==> src/rtl/aabb_tpo_pkg.sv <==
// ============================================================================
// aabb_tpo_pkg
// Shared types, constants and helpers for the tile push-out pipeline.
// ============================================================================
package aabb_tpo_pkg;

    // Coordinate format: signed fixed point, 8 fraction bits
    localparam int COORD_BITS = 24;
    localparam int SIZE_BITS  = COORD_BITS - 1;
    localparam int BOX_BITS   = COORD_BITS + 1;
    localparam int WIDE_BITS  = COORD_BITS + 2;

    // APB register file
    localparam int APB_AW = 4;
    localparam int APB_DW = 32;

    typedef logic signed [COORD_BITS-1:0] coord_t;
    typedef logic        [SIZE_BITS-1:0]  len_t;
    typedef logic signed [BOX_BITS-1:0]   box_t;
    typedef logic signed [WIDE_BITS-1:0]  wide_t;

    typedef enum logic [1:0] {
        REG_OFFSET_X,
        REG_OFFSET_Y,
        REG_BOX_W,
        REG_BOX_H
    } reg_idx_t;

    // Input item kinds
    localparam logic CMD_BEGIN = 1'b0;
    localparam logic CMD_TILE  = 1'b1;

    // Axis codes
    localparam logic AXIS_X = 1'b0;
    localparam logic AXIS_Y = 1'b1;

    localparam coord_t COORD_MAX = {1'b0, {(COORD_BITS-1){1'b1}}};
    localparam coord_t COORD_MIN = {1'b1, {(COORD_BITS-1){1'b0}}};

    typedef struct packed {
        logic   cmd;
        coord_t mover_x;
        coord_t mover_y;
        len_t   mover_w;
        len_t   mover_h;
        coord_t tile_x;
        coord_t tile_y;
        len_t   tile_w;
        len_t   tile_h;
        logic   tile_solid;
    } in_t;

    typedef struct packed {
        coord_t pos_x;
        coord_t pos_y;
        logic   hit;
        logic   moved_axis;
    } out_t;

    typedef struct packed {
        coord_t off_x;
        coord_t off_y;
        len_t   box_w;
        len_t   box_h;
    } cfg_t;

    // Stage 1: accepted item with the pass box snapshot
    typedef struct packed {
        logic   cmd;
        logic   solid;
        coord_t px;
        coord_t py;
        len_t   tw;
        len_t   th;
        box_t   bx;
        box_t   by;
        len_t   ew;
        len_t   eh;
    } s1_t;

    // Stage 2: edge sums
    typedef struct packed {
        logic   cmd;
        logic   solid;
        coord_t px;
        coord_t py;
        wide_t  bx;
        wide_t  by;
        wide_t  ex;
        wide_t  ey;
        wide_t  tex;
        wide_t  tey;
        wide_t  lo_x;
        wide_t  lo_y;
    } s2_t;

    // Stage 3: touch test, overlap bounds, push targets
    typedef struct packed {
        logic   cmd;
        logic   solid;
        logic   touch;
        coord_t px;
        coord_t py;
        wide_t  min_x;
        wide_t  max_x;
        wide_t  min_y;
        wide_t  max_y;
        wide_t  cand_x;
        wide_t  cand_y;
    } s3_t;

    // Stage 4: overlaps and saturated targets
    typedef struct packed {
        logic   cmd;
        logic   hit;
        coord_t px;
        coord_t py;
        wide_t  ov_x;
        wide_t  ov_y;
        coord_t new_x;
        coord_t new_y;
    } s4_t;

    function automatic wide_t sx_coord(coord_t c);
        return wide_t'(c);
    endfunction

    function automatic wide_t zx_len(len_t s);
        return wide_t'(s);
    endfunction

    function automatic coord_t sat_coord(wide_t v);
        coord_t r;
        if (v > sx_coord(COORD_MAX))
            r = COORD_MAX;
        else if (v < sx_coord(COORD_MIN))
            r = COORD_MIN;
        else
            r = v[COORD_BITS-1:0];
        return r;
    endfunction

endpackage

==> src/rtl/aabb_tpo_regs.sv <==
// ============================================================================
// aabb_tpo_regs
// APB register file: box offsets and configured box size.
// ============================================================================
module aabb_tpo_regs
(
    input  logic                              clk,
    input  logic                              rst_n,
    input  logic                              psel,
    input  logic                              penable,
    input  logic                              pwrite,
    input  logic [aabb_tpo_pkg::APB_AW-1:0]   paddr,
    input  logic [aabb_tpo_pkg::APB_DW-1:0]   pwdata,
    output logic [aabb_tpo_pkg::APB_DW-1:0]   prdata,
    output logic                              pready,
    output aabb_tpo_pkg::cfg_t                cfg
);
    import aabb_tpo_pkg::*;

    cfg_t     cfg_reg;
    reg_idx_t idx;
    logic     wr_en;

    assign idx    = reg_idx_t'(paddr[3:2]);
    assign wr_en  = psel && penable && pwrite;
    assign pready = 1'b1;
    assign cfg    = cfg_reg;

    // Register writes
    always_ff @(posedge clk or negedge rst_n)
    begin
        if (!rst_n)
        begin
            cfg_reg <= '0;
        end
        else if (wr_en)
        begin
            unique case (idx)
                REG_OFFSET_X: cfg_reg.off_x <= pwdata[COORD_BITS-1:0];
                REG_OFFSET_Y: cfg_reg.off_y <= pwdata[COORD_BITS-1:0];
                REG_BOX_W:    cfg_reg.box_w <= pwdata[SIZE_BITS-1:0];
                REG_BOX_H:    cfg_reg.box_h <= pwdata[SIZE_BITS-1:0];
            endcase
        end
    end

    // Read mux
    always_comb
    begin
        unique case (idx)
            REG_OFFSET_X: prdata = APB_DW'(cfg_reg.off_x);
            REG_OFFSET_Y: prdata = APB_DW'(cfg_reg.off_y);
            REG_BOX_W:    prdata = APB_DW'(cfg_reg.box_w);
            REG_BOX_H:    prdata = APB_DW'(cfg_reg.box_h);
        endcase
    end

endmodule

==> src/rtl/aabb_tpo_front.sv <==
// ============================================================================
// aabb_tpo_front
// Input stage: takes items, keeps the pass box, tags tiles with it.
// ============================================================================
module aabb_tpo_front
(
    input  logic                 clk,
    input  logic                 rst_n,
    input  aabb_tpo_pkg::cfg_t   cfg,
    input  logic                 in_valid,
    input  aabb_tpo_pkg::in_t    in_data,
    output logic                 in_stall,
    output logic                 s1_valid,
    output aabb_tpo_pkg::s1_t    s1_data,
    input  logic                 s1_ready
);
    import aabb_tpo_pkg::*;

    logic s1_valid_reg;
    s1_t  s1_reg;
    logic accept;
    logic use_mover;

    // Pass state latched by a begin item
    box_t bx_reg, bx_next;
    box_t by_reg, by_next;
    len_t ew_reg, ew_next;
    len_t eh_reg, eh_next;

    assign in_stall = s1_valid_reg && !s1_ready;
    assign accept   = in_valid && !in_stall;
    assign s1_valid = s1_valid_reg;
    assign s1_data  = s1_reg;

    // Box size select and start box corner
    always_comb
    begin
        use_mover = (cfg.box_w == '0) && (cfg.box_h == '0);
        ew_next   = use_mover ? in_data.mover_w : cfg.box_w;
        eh_next   = use_mover ? in_data.mover_h : cfg.box_h;
        bx_next   = box_t'(in_data.mover_x) + box_t'(cfg.off_x);
        by_next   = box_t'(in_data.mover_y) + box_t'(cfg.off_y);
    end

    always_ff @(posedge clk or negedge rst_n)
    begin
        if (!rst_n)
        begin
            bx_reg <= '0;
            by_reg <= '0;
            ew_reg <= '0;
            eh_reg <= '0;
        end
        else if (accept && (in_data.cmd == CMD_BEGIN))
        begin
            bx_reg <= bx_next;
            by_reg <= by_next;
            ew_reg <= ew_next;
            eh_reg <= eh_next;
        end
    end

    // Stage 1 valid
    always_ff @(posedge clk or negedge rst_n)
    begin
        if (!rst_n)
            s1_valid_reg <= 1'b0;
        else if (!in_stall)
            s1_valid_reg <= in_valid;
    end

    // Stage 1 payload; a tile carries the box of the latest begin
    always_ff @(posedge clk)
    begin
        if (accept)
        begin
            s1_reg.cmd   <= in_data.cmd;
            s1_reg.solid <= in_data.tile_solid;
            s1_reg.px    <= (in_data.cmd == CMD_BEGIN) ? in_data.mover_x : in_data.tile_x;
            s1_reg.py    <= (in_data.cmd == CMD_BEGIN) ? in_data.mover_y : in_data.tile_y;
            s1_reg.tw    <= in_data.tile_w;
            s1_reg.th    <= in_data.tile_h;
            s1_reg.bx    <= bx_reg;
            s1_reg.by    <= by_reg;
            s1_reg.ew    <= ew_reg;
            s1_reg.eh    <= eh_reg;
        end
    end

endmodule

==> src/rtl/aabb_tpo_geom.sv <==
// ============================================================================
// aabb_tpo_geom
// Three-stage overlap datapath: edge sums, touch test, overlap and targets.
// ============================================================================
module aabb_tpo_geom
(
    input  logic                 clk,
    input  logic                 rst_n,
    input  aabb_tpo_pkg::cfg_t   cfg,
    input  logic                 s1_valid,
    input  aabb_tpo_pkg::s1_t    s1_data,
    output logic                 s1_ready,
    output logic                 s4_valid,
    output aabb_tpo_pkg::s4_t    s4_data,
    input  logic                 s4_ready
);
    import aabb_tpo_pkg::*;

    logic s2_valid_reg, s3_valid_reg, s4_valid_reg;
    logic s2_ready, s3_ready;
    s2_t  s2_reg, s2_next;
    s3_t  s3_reg, s3_next;
    s4_t  s4_reg, s4_next;

    // Each stage moves when the next one is empty or moving
    assign s3_ready = !s4_valid_reg || s4_ready;
    assign s2_ready = !s3_valid_reg || s3_ready;
    assign s1_ready = !s2_valid_reg || s2_ready;
    assign s4_valid = s4_valid_reg;
    assign s4_data  = s4_reg;

    // Stage 2: far edges and low push target before offset
    always_comb
    begin
        s2_next.cmd   = s1_data.cmd;
        s2_next.solid = s1_data.solid;
        s2_next.px    = s1_data.px;
        s2_next.py    = s1_data.py;
        s2_next.bx    = wide_t'(s1_data.bx);
        s2_next.by    = wide_t'(s1_data.by);
        s2_next.ex    = wide_t'(s1_data.bx) + zx_len(s1_data.ew);
        s2_next.ey    = wide_t'(s1_data.by) + zx_len(s1_data.eh);
        s2_next.tex   = sx_coord(s1_data.px) + zx_len(s1_data.tw);
        s2_next.tey   = sx_coord(s1_data.py) + zx_len(s1_data.th);
        s2_next.lo_x  = sx_coord(s1_data.px) - zx_len(s1_data.ew);
        s2_next.lo_y  = sx_coord(s1_data.py) - zx_len(s1_data.eh);
    end

    // Stage 3: inclusive touch test, overlap bounds, side pick
    always_comb
    begin
        wide_t tx;
        wide_t ty;
        tx = sx_coord(s2_reg.px);
        ty = sx_coord(s2_reg.py);
        s3_next.cmd    = s2_reg.cmd;
        s3_next.solid  = s2_reg.solid;
        s3_next.px     = s2_reg.px;
        s3_next.py     = s2_reg.py;
        s3_next.touch  = (s2_reg.ex >= tx) && (s2_reg.tex >= s2_reg.bx) &&
                         (s2_reg.ey >= ty) && (s2_reg.tey >= s2_reg.by);
        s3_next.min_x  = (s2_reg.ex < s2_reg.tex) ? s2_reg.ex : s2_reg.tex;
        s3_next.max_x  = (s2_reg.bx > tx) ? s2_reg.bx : tx;
        s3_next.min_y  = (s2_reg.ey < s2_reg.tey) ? s2_reg.ey : s2_reg.tey;
        s3_next.max_y  = (s2_reg.by > ty) ? s2_reg.by : ty;
        s3_next.cand_x = ((s2_reg.bx < tx) ? s2_reg.lo_x : s2_reg.tex)
                         - sx_coord(cfg.off_x);
        s3_next.cand_y = ((s2_reg.by < ty) ? s2_reg.lo_y : s2_reg.tey)
                         - sx_coord(cfg.off_y);
    end

    // Stage 4: overlap widths and saturated targets
    always_comb
    begin
        s4_next.cmd   = s3_reg.cmd;
        s4_next.hit   = (s3_reg.cmd == CMD_TILE) && s3_reg.solid && s3_reg.touch;
        s4_next.px    = s3_reg.px;
        s4_next.py    = s3_reg.py;
        s4_next.ov_x  = s3_reg.min_x - s3_reg.max_x;
        s4_next.ov_y  = s3_reg.min_y - s3_reg.max_y;
        s4_next.new_x = sat_coord(s3_reg.cand_x);
        s4_next.new_y = sat_coord(s3_reg.cand_y);
    end

    // Valid bits
    always_ff @(posedge clk or negedge rst_n)
    begin
        if (!rst_n)
        begin
            s2_valid_reg <= 1'b0;
            s3_valid_reg <= 1'b0;
            s4_valid_reg <= 1'b0;
        end
        else
        begin
            if (s1_ready)
                s2_valid_reg <= s1_valid;
            if (s2_ready)
                s3_valid_reg <= s2_valid_reg;
            if (s3_ready)
                s4_valid_reg <= s3_valid_reg;
        end
    end

    // Payload registers
    always_ff @(posedge clk)
    begin
        if (s1_ready && s1_valid)
            s2_reg <= s2_next;
        if (s2_ready && s2_valid_reg)
            s3_reg <= s3_next;
        if (s3_ready && s3_valid_reg)
            s4_reg <= s4_next;
    end

endmodule

==> src/rtl/aabb_tpo_resolve.sv <==
// ============================================================================
// aabb_tpo_resolve
// Output stage: picks the push axis, updates the mover position.
// ============================================================================
module aabb_tpo_resolve
(
    input  logic                 clk,
    input  logic                 rst_n,
    input  logic                 s4_valid,
    input  aabb_tpo_pkg::s4_t    s4_data,
    output logic                 s4_ready,
    output logic                 out_valid,
    output aabb_tpo_pkg::out_t   out_data,
    input  logic                 out_stall
);
    import aabb_tpo_pkg::*;

    logic   out_valid_reg;
    logic   hit_reg, hit_next;
    logic   axis_reg, axis_next;
    coord_t cur_x_reg, cur_x_next;
    coord_t cur_y_reg, cur_y_next;
    logic   load;

    assign s4_ready  = !out_valid_reg || !out_stall;
    assign load      = s4_valid && s4_ready;
    assign out_valid = out_valid_reg;
    assign out_data  = '{pos_x: cur_x_reg, pos_y: cur_y_reg,
                         hit: hit_reg, moved_axis: axis_reg};

    // Smaller overlap wins; a tie goes to y
    always_comb
    begin
        hit_next   = s4_data.hit;
        axis_next  = AXIS_X;
        cur_x_next = cur_x_reg;
        cur_y_next = cur_y_reg;
        if (s4_data.cmd == CMD_BEGIN)
        begin
            cur_x_next = s4_data.px;
            cur_y_next = s4_data.py;
        end
        else if (s4_data.hit)
        begin
            if (s4_data.ov_x < s4_data.ov_y)
            begin
                axis_next  = AXIS_X;
                cur_x_next = s4_data.new_x;
            end
            else
            begin
                axis_next  = AXIS_Y;
                cur_y_next = s4_data.new_y;
            end
        end
    end

    always_ff @(posedge clk or negedge rst_n)
    begin
        if (!rst_n)
        begin
            out_valid_reg <= 1'b0;
            hit_reg       <= 1'b0;
            axis_reg      <= AXIS_X;
            cur_x_reg     <= '0;
            cur_y_reg     <= '0;
        end
        else
        begin
            if (s4_ready)
                out_valid_reg <= s4_valid;
            if (load)
            begin
                hit_reg   <= hit_next;
                axis_reg  <= axis_next;
                cur_x_reg <= cur_x_next;
                cur_y_reg <= cur_y_next;
            end
        end
    end

endmodule

==> src/rtl/aabb_tile_push_out_unit.sv <==
// ============================================================================
// aabb_tile_push_out_unit
// Pushes an axis-aligned box out of solid tiles, one tile per cycle while in_stall is low.
// ============================================================================
//
//  channel | direction | handshake            | payload
//  --------+-----------+----------------------+-------------------------------
//  in      | input     | in_valid / in_stall  | in_data  (begin or tile item)
//  out     | output    | out_valid / out_stall| out_data (position, hit, axis)
//  apb     | input     | psel/penable/pready  | paddr, pwdata, prdata
//
//  One item per cycle while in_stall is low; a result passes through the five
//  register stages front, geom (3), resolve before it shows on out_valid.
//  Every stage moves on its own when the next one is free, so bubbles close
//  up and a stall on out loses and repeats nothing; in_stall rises only
//  when all stages are full. Reset clears the pass box, position and valids.
//
module aabb_tile_push_out_unit
(
    input  logic                              clk,
    input  logic                              rst_n,
    input  logic                              in_valid,
    input  aabb_tpo_pkg::in_t                 in_data,
    output logic                              in_stall,
    output logic                              out_valid,
    output aabb_tpo_pkg::out_t                out_data,
    input  logic                              out_stall,
    input  logic                              psel,
    input  logic                              penable,
    input  logic                              pwrite,
    input  logic [aabb_tpo_pkg::APB_AW-1:0]   paddr,
    input  logic [aabb_tpo_pkg::APB_DW-1:0]   pwdata,
    output logic [aabb_tpo_pkg::APB_DW-1:0]   prdata,
    output logic                              pready
);
    import aabb_tpo_pkg::*;

    cfg_t cfg;
    logic s1_valid, s1_ready;
    s1_t  s1_data;
    logic s4_valid, s4_ready;
    s4_t  s4_data;

    aabb_tpo_regs u_regs
    (
        .clk     (clk),
        .rst_n   (rst_n),
        .psel    (psel),
        .penable (penable),
        .pwrite  (pwrite),
        .paddr   (paddr),
        .pwdata  (pwdata),
        .prdata  (prdata),
        .pready  (pready),
        .cfg     (cfg)
    );

    aabb_tpo_front u_front
    (
        .clk      (clk),
        .rst_n    (rst_n),
        .cfg      (cfg),
        .in_valid (in_valid),
        .in_data  (in_data),
        .in_stall (in_stall),
        .s1_valid (s1_valid),
        .s1_data  (s1_data),
        .s1_ready (s1_ready)
    );

    aabb_tpo_geom u_geom
    (
        .clk      (clk),
        .rst_n    (rst_n),
        .cfg      (cfg),
        .s1_valid (s1_valid),
        .s1_data  (s1_data),
        .s1_ready (s1_ready),
        .s4_valid (s4_valid),
        .s4_data  (s4_data),
        .s4_ready (s4_ready)
    );

    aabb_tpo_resolve u_resolve
    (
        .clk       (clk),
        .rst_n     (rst_n),
        .s4_valid  (s4_valid),
        .s4_data   (s4_data),
        .s4_ready  (s4_ready),
        .out_valid (out_valid),
        .out_data  (out_data),
        .out_stall (out_stall)
    );

    // Back-pressure reaches the input only through a full pipe
    a_stall_needs_full: assert property (@(posedge clk) disable iff (!rst_n)
        in_stall |-> (s1_valid && s4_valid && out_valid && out_stall))
        else $error("input stalled while the pipeline has room");

    // A tile that misses leaves the position alone
    a_miss_keeps_pos: assert property (@(posedge clk) disable iff (!rst_n)
        (s4_valid && s4_ready && (s4_data.cmd == CMD_TILE) && !s4_data.hit)
        |=> ($stable(out_data.pos_x) && $stable(out_data.pos_y)))
        else $error("position moved on a tile without a hit");

    // A push along x never touches y
    a_x_push_keeps_y: assert property (@(posedge clk) disable iff (!rst_n)
        (s4_valid && s4_ready && s4_data.hit && (s4_data.ov_x < s4_data.ov_y))
        |=> ($stable(out_data.pos_y) && (out_data.moved_axis == AXIS_X)))
        else $error("x push changed y or reported the wrong axis");

endmodule

==> config.mk <==
export PLATFORM = sky130hd
export DESIGN_NAME = aabb_tile_push_out_unit
export DESIGN_NICKNAME = d
export VERILOG_FILES = /design/src/rtl/aabb_tpo_pkg.sv /design/src/rtl/aabb_tpo_regs.sv /design/src/rtl/aabb_tpo_front.sv /design/src/rtl/aabb_tpo_geom.sv /design/src/rtl/aabb_tpo_resolve.sv /design/src/rtl/aabb_tile_push_out_unit.sv
export SDC_FILE = /design/constraint.sdc
export NUM_CORES = 2
export LEC_CHECK = 0
export ABC_CLOCK_PERIOD_IN_PS = 6600
export BUFFER_PORTS_ARGS = -buffer_cell sky130_fd_sc_hd__buf_4
export CAP_MARGIN = 15
export CORE_ASPECT_RATIO = 1.5
export CORE_MARGIN = 2
export CORE_UTILIZATION = 50
export DETAILED_ROUTE_END_ITERATION = 8
export PLACE_DENSITY = 0.7
export RECOVER_POWER = 25
export SLEW_MARGIN = 30
export SYNTH_ARGS = -nofsm -noshare
export SYNTH_HDL_FRONTEND = slang
export SYNTH_HIERARCHICAL = 1
export SYNTH_SLANG_ARGS = --single-unit
==> constraint.sdc <==
create_clock -name clk -period 6.6 [get_ports clk]
set_clock_uncertainty 0.1 [all_clocks]
set_input_delay 0.99 -clock clk [delete_from_list [all_inputs] [get_ports clk]]
set_output_delay 0.99 -clock clk [all_outputs]
set_load 0.02 [all_outputs]
==> impl_metrics.tcl <==
set metrics [dict create \
    synth_top_cells_by_area "edfxtp_1 (42%), ha_1 (11%), dfrtp_1 (11%)" \
    first_iter_violations 2916 \
    ys_types 111 \
    rsz0062_at_grt "no" \
    ctsHtreeMaxLevel 3 \
    grt_overflow 0 \
    syn_to_final_growth_pct 13.3 \
    synthesis.area_mm2 0.0575 \
    grt_pass1_vias 38200 \
    post-route-min-period_ps 5690 \
    drc 0 \
    grt_max_degree 140 \
    hold_viol_final 0 \
    yosys_warnings 6 \
    synthDominantCellAreaShare_pct 41.7 \
    grt_first_pass_wirelength_um 237000 \
    core_area_mm2 0.114 \
    gp_congestion 1.00 \
    fin_area_mm2 0.0651 \
    wl_per_cell_um 24.2 \
    syn_avg_cell_area_um2 12.1 \
    p_leak_nw 28.0 \
    met1_length_um 67100 \
    slew_headroom_pct -127 \
    cpMostUsedCell "a21o_1" \
    ys.flop_type "edfxtp_1" \
    end_kind "flip-flop" \
    top_layer "met4" \
    ff2ff_path_depth 22 \
    worstPathArrival_ps 6060 \
    cp_max_fo 20 \
    ir_worst_vdd_mv 0.230 \
    startpoint_type "flip-flop" \
    r2r-start "u_geom/s2_reg[210]" \
    seq_area_frac_synth_pct 52.4 \
    rrSetupSlack_ps 910 \
    status "complete, but fails checks" \
    cts_buffers 104 \
    clock.fmax_mhz 176 \
    wl_met2_um 75200 \
    worst_hold_startpoint "u_geom/s3_reg[203]" \
    clkLatencyLatePin_ps 710 \
    start_util_pct 50.3 \
    via_count 38600 \
    cts-root-buf "clkbuf_16" \
    port_buffers 306 \
    synth_top_cell_by_area "edfxtp_1" \
    setup_tns_ps 0 \
    postLayoutCoreUtil_pct 57.0 \
    synth-seq-cells 1044 \
    clock-sinks 1044 \
    largest_register_ffs 252 \
    met3_length_um 8400 \
    n_fill_cell 9520 \
    firstDrtPassIters 8 \
    boundaryPins 318 \
    period_share_pct 86.2 \
    synth.most_common_cell "edfxtp_1" \
    placed_cell_area_mm2 0.0615 \
    layout.cells.non_filler 6724 \
    min_to "u_geom/s4_data[147]" \
    rows 152 \
    die_x_um 281 \
    clk_pin_slew_ps 70 \
    grt_usage_pct 27.5 \
    min_path_cells 0 \
    slew_violations 273 \
    holdWs_ps 314 \
    wl_um 162000 \
    cap_violations 4 \
    critical_path.max_stage_delay_ps 490 \
    die-area_mm2 0.118 \
    antenna_found_initial 3 \
    hold_path.class "reg2reg" \
    path_class "reg2reg" \
    crit_chain "inv_1 > ha_1 > a21o_1 > a21o_1 > a21oi_1 > o211ai_1 > a221oi_1 > nor2_1 > a31oi_2 > buf_4 > buf_4 > mux2_2 > ha_1 > a21o_1 > a21o_1 > a21oi_2 > nand4_1 > a311oi_1 > o21ai_1 > a41o_1 > a21oi_1 > xnor2_1" \
    syn-num-nets 5511 \
    clockBufferDepth 3 \
    cts_tree "yes" \
    via_per_inst 5.74 \
    drtAntennaViolNets 0 \
    required_ps 6970 \
    violations "capacitance limit, slew limit" \
    cts_resized 0 \
    post-dp-hpwl_um 129000 \
    seqCellArea_mm2 0.0301 \
    r2r_end "u_geom/s3_reg[24]" \
    synth_common_cells "edfxtp_1 (799), ha_1 (513), inv_1 (430)" \
    power_density_mw_per_mm2 423 \
    post_cts_buffers 0 \
    ys_async_sr_fraction_pct 23.5 \
    layout-drive-gt1-share_pct 16.7 \
    syn-instance-count 4753 \
    synth-edff-count 799 \
    die_h_um 419 \
    cts_hold_buf 0 \
    worst_slew_pin_slew_ps 3400 \
    multi_input_area_mm2 0.0252 \
    nets 5853 \
    slowest_stage "a221oi_1" \
    setup_viol 0 \
    dp.cells 6526 \
]
-- where the power goes --
part	leakage [nW]	total [mW]	switching (mW)	internal, mW
registers	10.8	11.0	1.42	9.61
logic	15.5	10.4	5.98	4.44
clock network	1.73	6.11	2.58	3.53
total	28.0	27.6	9.98	17.6
-- metal layers --
layer | global-route usage [%] | vias up
li1 | - | 18200
met1 | 35.1 | 18800
met2 | 44.8 | 1278
met3 | 2.98 | 285
met4 | 17.6 | 0
met5 | 0 | -
-- cell type report --
class                   instances  share of cell area (%)
diodes                          2                 0.00769
clock buffers                 137                    4.42
clock inverters                56                    1.00
inverters                     431                    2.50
multi-input cells            3168                    38.7
flip-flops and latches       1044                    46.3
well taps                    1540                    2.96
repair buffers                346                    4.15
-- worst max-delay path by stage --
stage,start,to,cells after the start
2_1_floorplan,out_stall,u_geom/s3_reg[0],4
3_3_place_gp,u_geom/s2_reg[210],u_geom/s3_reg[24],22
3_5_place_dp,u_geom/s2_reg[210],u_geom/s3_reg[24],22
4_1_cts,u_geom/s2_reg[210],u_geom/s3_reg[24],22
5_1_grt,u_geom/s2_reg[210],u_geom/s3_reg[24],22
6_report,u_geom/s2_reg[210],u_geom/s3_reg[24],22
-- through the flow --
stage                     total power, mW  setup slack (ps)
final                                27.6               910
after CTS                            27.6               901
after global routing                 29.0               550
after detailed placement             21.4               911
after floorplan                      17.8              22.2
after global placement               21.2               947
-- kinds of logic after synthesis --
group	share of synthesized area (%)
multiplexers	8.54
other	0.00652
AND/OR/NAND/NOR	7.98
buffers and inverters	3.88
flip-flops	52.4
XOR/XNOR	3.43
AO/OA/AOI/OAI	12.2
adder cells (fa/ha/maj)	11.6
-- placed cells by master (no fill, tap or decap), types with 65 or more instances in the layout --
| cell | count |
|---|---|
| a21o_1 | 175 |
| a21oi_1 | 290 |
| buf_4 | 287 |
| clkbuf_16 | 108 |
| dfrtp_1 | 245 |
| edfxtp_1 | 799 |
| ha_1 | 513 |
| inv_1 | 429 |
| mux2_2 | 224 |
| nand2_1 | 254 |
| nand3_1 | 65 |
| nand4_1 | 71 |
| nor2_1 | 265 |
| o21ai_0 | 224 |
| xnor2_1 | 165 |
-- worst max-delay path, delay by kind of cell (launching register included) --
kind / cells / cell delay (ps)
muxes: 1 / 380
xor gates and xnor gates: 1 / 80
DFF: 1 / 380
buffers and inverters: 3 / 630
adders and majority gates: 2 / 590
AOI/OAI and AO/OA: 13 / 2990
and+or+nand+nor: 2 / 300
No activity file was read; power rests on OpenSTA's default activity.
